$ cat config.mk
export PLATFORM = sky130hd
export DESIGN_NAME = av_sync_frame_delay_top
export DESIGN_NICKNAME = d
export VERILOG_FILES = /design/src/rtl/avsync_pkg.sv /design/src/rtl/av_sync_frame_delay_top.sv
export SDC_FILE = /design/constraint.sdc
export NUM_CORES = 1
export LEC_CHECK = 0
export BUFFER_PORTS_ARGS = -buffer_cell sky130_fd_sc_hd__buf_2
export CAP_MARGIN = 20
export CORE_ASPECT_RATIO = 2
export CORE_MARGIN = 5
export CORE_UTILIZATION = 30
export CTS_CLUSTER_SIZE = 14
export DETAILED_ROUTE_END_ITERATION = 12
export SLEW_MARGIN = 10
export SYNTH_ARGS = -nofsm -noshare
export SYNTH_HDL_FRONTEND = slang
export SYNTH_SLANG_ARGS = --single-unit
export TNS_END_PERCENT = 20
$ cat constraint.sdc
create_clock -name clk_i -period 43.6 [get_ports clk_i]
set_clock_uncertainty 0.2 [all_clocks]
set_input_delay 4.36 -clock clk_i [delete_from_list [all_inputs] [get_ports clk_i]]
set_output_delay 4.36 -clock clk_i [all_outputs]
set_load 0.01 [all_outputs]
$ cat src/rtl/avsync_pkg.sv
// Shared types and constants for the A/V sync frame scheduler.
// Used by av_sync_frame_delay_top; depends on nothing else.
package avsync_pkg;

  // Field widths, all times in microseconds
  localparam int unsigned PTS_W     = 48;
  localparam int unsigned NOW_W     = 47;
  localparam int unsigned TIMER_W   = 47;  // frame timer never exceeds 2^47-1
  localparam int unsigned DELAY_W   = 47;
  localparam int unsigned STEP_W    = 24;  // stored timestamp step
  localparam int unsigned CSTEP_W   = 25;  // corrected step, may be doubled
  localparam int unsigned MINSYNC_W = 20;
  localparam int unsigned NOSYNC_W  = 27;
  localparam int unsigned MAXSTEP_W = 24;
  localparam int unsigned MINDLY_W  = 20;
  localparam int unsigned CFG_W     = 27;
  localparam int unsigned CFG_IDX_W = 2;

  // Stream payload widths, padded to whole bytes
  localparam int unsigned S_TDATA_W = 144;
  localparam int unsigned M_TDATA_W = 72;

  // Register reset values
  localparam logic [MINSYNC_W-1:0] MINSYNC_RST = MINSYNC_W'(10000);
  localparam logic [NOSYNC_W-1:0]  NOSYNC_RST  = NOSYNC_W'(1000000);
  localparam logic [MAXSTEP_W-1:0] MAXSTEP_RST = MAXSTEP_W'(1000000);
  localparam logic [MINDLY_W-1:0]  MINDLY_RST  = MINDLY_W'(10000);

  typedef enum logic {
    CMD_SCHEDULE = 1'b0,
    CMD_RESTART  = 1'b1
  } cmd_e;

  typedef enum logic [CFG_IDX_W-1:0] {
    REG_MIN_SYNC = 2'd0,
    REG_NOSYNC   = 2'd1,
    REG_MAX_STEP = 2'd2,
    REG_MIN_DLY  = 2'd3
  } cfg_idx_e;

endpackage

$ cat src/rtl/av_sync_frame_delay_top.sv
// A/V sync frame scheduler: input register, one pass of step correction and
// frame timer update, result register. Depends on avsync_pkg.
//
// Each transfer on the slave stream is one command. A schedule command
// (tuser 0) yields one result transfer with the wait before the frame is shown,
// a late flag and the corrected timestamp step; a restart command (tuser 1)
// reloads the frame timer with now and yields nothing. One item is taken per
// clock while no held result stalls a schedule item in the input register.
// The step correction, timer add and delay clamp form a single short chain of
// adders and compares between the input and result registers, and the state
// it updates is ready for the next item in the following cycle.
// Configuration registers are written through cfg_we_i/cfg_idx_i/cfg_data_i
// and should only change while no item is in flight.
module av_sync_frame_delay_top
  import avsync_pkg::*;
(
  input  logic                 clk_i,
  input  logic                 rst_ni,

  input  logic                 cfg_we_i,
  input  logic [CFG_IDX_W-1:0] cfg_idx_i,
  input  logic [CFG_W-1:0]     cfg_data_i,

  input  logic                 s_axis_tvalid,
  output logic                 s_axis_tready,
  // frame_pts_us[47:0], audio_clock_us[95:48], now_us[142:96], zero pad [143]
  input  logic [S_TDATA_W-1:0] s_axis_tdata,
  // command[0]
  input  logic                 s_axis_tuser,

  output logic                 m_axis_tvalid,
  input  logic                 m_axis_tready,
  // delay_us[46:0], frame_step_us[71:47]
  output logic [M_TDATA_W-1:0] m_axis_tdata,
  // late[0]
  output logic                 m_axis_tuser
);

  // Configuration registers
  logic [MINSYNC_W-1:0] min_sync_q;
  logic [NOSYNC_W-1:0]  nosync_q;
  logic [MAXSTEP_W-1:0] max_step_q;
  logic [MINDLY_W-1:0]  min_dly_q;

  always_ff @(posedge clk_i or negedge rst_ni) begin
    if (!rst_ni) begin
      min_sync_q <= MINSYNC_RST;
      nosync_q   <= NOSYNC_RST;
      max_step_q <= MAXSTEP_RST;
      min_dly_q  <= MINDLY_RST;
    end else if (cfg_we_i) begin
      unique case (cfg_idx_e'(cfg_idx_i))
        REG_MIN_SYNC: min_sync_q <= cfg_data_i[MINSYNC_W-1:0];
        REG_NOSYNC:   nosync_q   <= cfg_data_i[NOSYNC_W-1:0];
        REG_MAX_STEP: max_step_q <= cfg_data_i[MAXSTEP_W-1:0];
        REG_MIN_DLY:  min_dly_q  <= cfg_data_i[MINDLY_W-1:0];
        default:      ;
      endcase
    end
  end

  // Input register
  logic              in_valid_q;
  cmd_e              in_cmd_q;
  logic [PTS_W-1:0]  in_pts_q;
  logic [PTS_W-1:0]  in_audio_q;
  logic [NOW_W-1:0]  in_now_q;

  // Result register
  logic               out_valid_q;
  logic               out_late_q;
  logic [DELAY_W-1:0] out_delay_q;
  logic [CSTEP_W-1:0] out_step_q;

  // Scheduler state
  logic [PTS_W-1:0]   last_pts_q,  last_pts_d;
  logic [STEP_W-1:0]  good_step_q, good_step_d;
  logic [TIMER_W-1:0] timer_q,     timer_d;

  logic s_xfer;
  logic advance;
  logic is_restart;

  assign is_restart    = (in_cmd_q == CMD_RESTART);
  // A restart needs no result slot; a schedule needs the result register free.
  assign advance       = in_valid_q && (is_restart || !out_valid_q || m_axis_tready);
  assign s_axis_tready = !in_valid_q || advance;
  assign s_xfer        = s_axis_tvalid && s_axis_tready;

  always_ff @(posedge clk_i or negedge rst_ni) begin
    if (!rst_ni) begin
      in_valid_q <= 1'b0;
    end else if (s_xfer) begin
      in_valid_q <= 1'b1;
    end else if (advance) begin
      in_valid_q <= 1'b0;
    end
  end

  always_ff @(posedge clk_i) begin
    if (s_xfer) begin
      in_cmd_q   <= cmd_e'(s_axis_tuser);
      in_pts_q   <= s_axis_tdata[PTS_W-1:0];
      in_audio_q <= s_axis_tdata[2*PTS_W-1:PTS_W];
      in_now_q   <= s_axis_tdata[2*PTS_W+NOW_W-1:2*PTS_W];
    end
  end

  // Step derivation and correction
  logic signed [PTS_W:0]  diff;
  logic signed [PTS_W:0]  offset;
  logic signed [PTS_W:0]  thr_s;
  logic signed [PTS_W:0]  nosync_s;
  logic [STEP_W-1:0]      step_raw;
  logic [STEP_W-1:0]      thr;
  logic                   diff_bad;
  logic                   in_window;
  logic [CSTEP_W-1:0]     step_corr;
  logic [TIMER_W:0]       timer_sum;
  logic [TIMER_W-1:0]     timer_new;
  logic signed [TIMER_W:0] slack;
  logic [DELAY_W-1:0]     delay;
  logic                   late;

  always_comb begin
    diff     = $signed({in_pts_q[PTS_W-1], in_pts_q})
             - $signed({last_pts_q[PTS_W-1], last_pts_q});
    diff_bad = (diff <= 0) || (diff >= $signed({(PTS_W+1-MAXSTEP_W)'(0), max_step_q}));
    step_raw = diff_bad ? good_step_q : diff[STEP_W-1:0];

    offset   = $signed({in_pts_q[PTS_W-1], in_pts_q})
             - $signed({in_audio_q[PTS_W-1], in_audio_q});
    thr      = (step_raw > STEP_W'(min_sync_q)) ? step_raw : STEP_W'(min_sync_q);
    thr_s    = $signed({(PTS_W+1-STEP_W)'(0), thr});
    nosync_s = $signed({(PTS_W+1-NOSYNC_W)'(0), nosync_q});
    // |offset| < nosync, written as a two-sided window
    in_window = (offset < nosync_s) && (offset > -nosync_s);

    step_corr = {1'b0, step_raw};
    if (in_window) begin
      if (offset <= -thr_s) begin
        step_corr = '0;
      end else if (offset > thr_s) begin
        step_corr = {step_raw, 1'b0};
      end
    end

    // The timer is at most 2^47-1, so a set top bit of the sum means overflow.
    timer_sum = {1'b0, timer_q} + (TIMER_W+1)'(step_corr);
    timer_new = timer_sum[TIMER_W] ? '1 : timer_sum[TIMER_W-1:0];

    slack = $signed({1'b0, timer_new}) - $signed({1'b0, in_now_q});
    late  = slack[TIMER_W];
    if (late) begin
      delay = '0;
    end else if (slack[DELAY_W-1:0] < DELAY_W'(min_dly_q)) begin
      delay = DELAY_W'(min_dly_q);
    end else begin
      delay = slack[DELAY_W-1:0];
    end

    last_pts_d  = last_pts_q;
    good_step_d = good_step_q;
    timer_d     = timer_q;
    if (advance) begin
      if (is_restart) begin
        timer_d = in_now_q;
      end else begin
        last_pts_d  = in_pts_q;
        good_step_d = step_raw;
        timer_d     = timer_new;
      end
    end
  end

  always_ff @(posedge clk_i or negedge rst_ni) begin
    if (!rst_ni) begin
      last_pts_q  <= '0;
      good_step_q <= '0;
      timer_q     <= '0;
    end else begin
      last_pts_q  <= last_pts_d;
      good_step_q <= good_step_d;
      timer_q     <= timer_d;
    end
  end

  always_ff @(posedge clk_i or negedge rst_ni) begin
    if (!rst_ni) begin
      out_valid_q <= 1'b0;
    end else if (advance && !is_restart) begin
      out_valid_q <= 1'b1;
    end else if (m_axis_tready) begin
      out_valid_q <= 1'b0;
    end
  end

  always_ff @(posedge clk_i) begin
    if (advance && !is_restart) begin
      out_late_q  <= late;
      out_delay_q <= delay;
      out_step_q  <= step_corr;
    end
  end

  assign m_axis_tvalid = out_valid_q;
  assign m_axis_tdata  = {out_step_q, out_delay_q};
  assign m_axis_tuser  = out_late_q;

  // A late result always carries a zero delay.
  a_late_zero_delay : assert property (@(posedge clk_i) disable iff (!rst_ni)
    out_valid_q && out_late_q |-> out_delay_q == '0)
    else $error("late result with nonzero delay");

  // A new result only appears after a schedule command left the input register.
  a_result_source : assert property (@(posedge clk_i) disable iff (!rst_ni)
    $rose(out_valid_q) |-> $past(advance && !is_restart))
    else $error("result without a schedule command");

  // A held input item is neither lost nor altered.
  a_input_hold : assert property (@(posedge clk_i) disable iff (!rst_ni)
    in_valid_q && !advance |=> in_valid_q && $stable(in_pts_q) && $stable(in_now_q))
    else $error("stalled input item changed");

  // Scheduling a frame never moves the frame timer backward.
  a_timer_monotone : assert property (@(posedge clk_i) disable iff (!rst_ni)
    advance && !is_restart |=> timer_q >= $past(timer_q))
    else $error("frame timer moved backward on schedule");

endmodule

==> results.py <==
metrics = {
    "synth": {
        "syn_inst": 3596,
        "yosys.area_share.xor_xnor_pct": 5.20,
        "synth_compound_area_share_pct": 18.7,
        "ys_warn_count": 0,
        "yosys.area_share.simple_pct": 15.9,
        "synth_nets": 4159,
        "netlist_area_sq_mm": 0.0327,
        "synth_area_leaders": "edfxtp_1 20%, ha_1 15%, dfrtp_1 14%, a21oi_1 4.3%, nand2_1 3.9%",
        "synthMuxAreaShare_pct": 3.97,
        "syn_area_per_cell_sq_um": 9.08,
        "synth_top_area_share_pct": 20.0,
        "ys_ff_latch": 429,
        "synth_top_cell_by_area": "edfxtp_1",
        "synth_edf_count": 217,
        "synth_top_family_by_area": "compound AO/OA/AOI/OAI gates",
        "ys_top_cells_by_count": "380 x ha_1, 339 x nand2_1, 306 x inv_1",
        "ys_types": 100,
        "async_flop_share_pct": 49.4,
        "synth-adder-area-share_pct": 14.8,
        "ys.flop_type": "edfxtp_1",
        "synth.yosys.seq_area_share_pct": 36.3,
        "post-synth-top-count-cell": "ha_1",
    },
    "setup_path": {
        "rr_startpoint": "in_pts_q[8]",
        "critPathMostFrequentCell": "a21oi_1",
        "critPathKind": "register to register",
        "arrival_ps": 27570,
        "cp_top_family": "compound AO/OA/AOI/OAI gates",
        "endpoint": "out_delay_q[13]",
        "cp_max_fo": 56,
        "cp.required_ps": 43720,
        "r2r_slack_ps": 16150,
        "crit_slowest_cell": "or4b_1",
        "r2r-end": "out_delay_q[13]",
        "crit_path_start_kind": "register",
        "crit_buf_inv": 6,
        "cp.depth": 94,
        "critPathCaptureType": "register",
        "cpPeakStageDelay_ps": 840,
        "ff2ff_path_depth": 94,
        "critical_path.startpoint": "in_pts_q[8]",
    },
    "sta": {
        "fmax_ghz": 0.0364,
        "max_slew.worst_pin.slew_ps": 1120,
        "whs_ps": 275,
        "tns_ps": 0,
        "timing.slew.headroom_pct": 24.9,
        "fin_crit_ps": 27450,
        "hold_viol": 0,
        "setup_ws_ps": 16150,
        "slew_viol_final": 0,
        "rsz0062_at_grt": "no",
        "setup_viol": 0,
        "period_share_pct": 63.0,
    },
    "routing": {
        "avgViaCountPerCell": 5.36,
        "drt_iter0_markers": 1468,
        "route.detailed.drc": 0,
        "wl_per_cell_microns": 23.8,
        "routed_wl_mm": 125,
        "vias": 28100,
        "antenna_left": 0,
        "dr.pass1.iters": 5,
    },
    "die": {
        "dieArea_sq_mm": 0.116,
        "pin_count": 254,
        "floorplan.rows": 171,
        "dieWidth_microns": 243,
        "core-area_sq_mm": 0.108,
        "die_h_microns": 477,
        "initial_core_util_pct": 30.1,
    },
    "hold_path": {
        "holdPathStages": 2,
        "min_path_type": "register to register",
    },
    "job": {
        "maxCapViolations": 0,
    },
    "finish": {
        "drive_gt1_share_pct": 13.7,
        "final_cell_count_no_fill": 5238,
        "num-nets-final": 4377,
        "n_fill_cell": 11200,
        "finalInstanceArea_sq_mm": 0.0371,
        "syn_to_final_growth_pct": 13.7,
    },
    "placed_design": {
        "dp.cells": 5148,
        "placed_cell_area_sq_mm": 0.0355,
        "place.gp.congestion": 0.973,
        "port_buffers": 252,
        "place_ws_ps": 16640,
        "hpwl_mm": 101,
    },
    "cts": {
        "cts.path.max_buffers": 3,
        "clockRootBuffer": "clkbuf_16",
        "htree_levels": 2,
        "cts_hold_buf": 0,
        "cts_resized": 0,
        "path_clk_slew_ps": 60,
        "clk_latency_ps": 630,
        "cts-buffers-inserted": 48,
        "clock_sinks": 429,
        "cts_tree": "yes",
        "post_cts_buffers": 0,
    },
    "global_route": {
        "grt_pass1_vias": 28800,
        "grt_overflow_total": 0,
        "grt.total_usage_pct": 20.6,
        "grt_antenna_before_repair": 7,
        "grt_max_degree": 91,
        "grt_pass1_wl_mm": 180,
    },
    "power": {
        "irDropWorstVdd_mv": 0.0429,
        "p_leak_nw": 16.2,
        "powerDensity_mw_per_mm2": 66.6,
    },
    "outcome": {
        "status": "finished, final reports clean",
    },
}
## worst min-delay path by stage
stage	from	to	slack, ps
4_1_cts	timer_q[16]	timer_q[16]	280
2_1_floorplan	timer_q[10]	timer_q[10]	250
3_3_place_gp	timer_q[9]	timer_q[9]	260
3_5_place_dp	timer_q[16]	timer_q[16]	260
5_1_grt	timer_q[16]	timer_q[16]	290
6_report	timer_q[10]	timer_q[10]	270
## stage by stage
step | power, mW | utilization [%]
floorplan | 1.55 | -
global placement | 2.00 | 32.7
detailed placement | 2.02 | 32.7
CTS | 2.49 | 34.2
global route | 2.65 | 34.2
finish | 2.47 | 34.2
## state kept, by name, indices dropped and copies added (netlist names)
register / flops
min_sync_q: 20
nosync_q: 27
in_audio_q: 48
in_pts_q: 48
out_delay_q: 47
in_valid_q: 1
min_dly_q: 20
m_axis_tuser: 1
last_pts_q: 48
timer_q: 47
good_step_q: 24
max_step_q: 24
in_now_q: 47
out_step_q: 25
m_axis_tvalid: 1
in_cmd_q: 1
## power breakdown
| part | internal [mW] | switching, mW | leakage [nW] |
|---|---|---|---|
| logic | 0.548 | 0.904 | 10.9 |
| registers | 0.522 | 0.0492 | 4.54 |
| clock network | 0.258 | 0.193 | 0.825 |
## placed cells by master (no fill, tap or decap), types with 45 or more instances in the layout
| cell | n |
|---|---|
| ha_1 | 380 |
| nand2_1 | 339 |
| inv_1 | 306 |
| a21oi_1 | 281 |
| nor2_1 | 252 |
| buf_2 | 251 |
| o21ai_0 | 241 |
| edfxtp_1 | 217 |
| dfrtp_1 | 188 |
| xnor2_1 | 139 |
| a21o_1 | 131 |
| nand3_1 | 78 |
| nand4_1 | 78 |
| mux2_2 | 77 |
| nor3_1 | 61 |
| xor2_1 | 55 |
| clkbuf_16 | 50 |
| nor2b_1 | 47 |
| nor4_1 | 45 |
## tightest hold or removal path: cells and delay by family, from the launching register on
kind             cells  cell delay (ps)
DFF                  1              350
and+or+nand+nor      2              100
## layout make-up
cell class / count / area, sq um / area share, %
clock inverter: 36 / 420 / 1.13
antenna: 2 / 5.00 / 0.0135
clock buffer: 52 / 1260 / 3.39
inverter: 309 / 1160 / 3.14
sequential: 429 / 11900 / 31.9
multi-input combinational: 2737 / 19200 / 51.6
tap: 1384 / 1730 / 4.66
timing repair buffer: 289 / 1550 / 4.18
## metal layers
metal  track usage, %  vias up  wire length, microns
met1             18.8    13400                 40600
met3             2.63      361                  4670
met4             16.7        4                 12600
met5                0        -                    26
met2             40.0      839                 66800
li1                 -    13500                     -
## cells by family (layout without fill, tap and decap cells)
family / count (synthesis) / count (layout)
xor gates and xnor gates: 194 / 194
and+or+nand+nor: 1069 / 1069
buffers and inverters: 430 / 686
DFF: 429 / 429
other: 0 / 2
AOI/OAI and AO/OA: 971 / 971
adders and majority gates: 384 / 384
muxes: 119 / 119
Power figures use the tool's default switching activity.
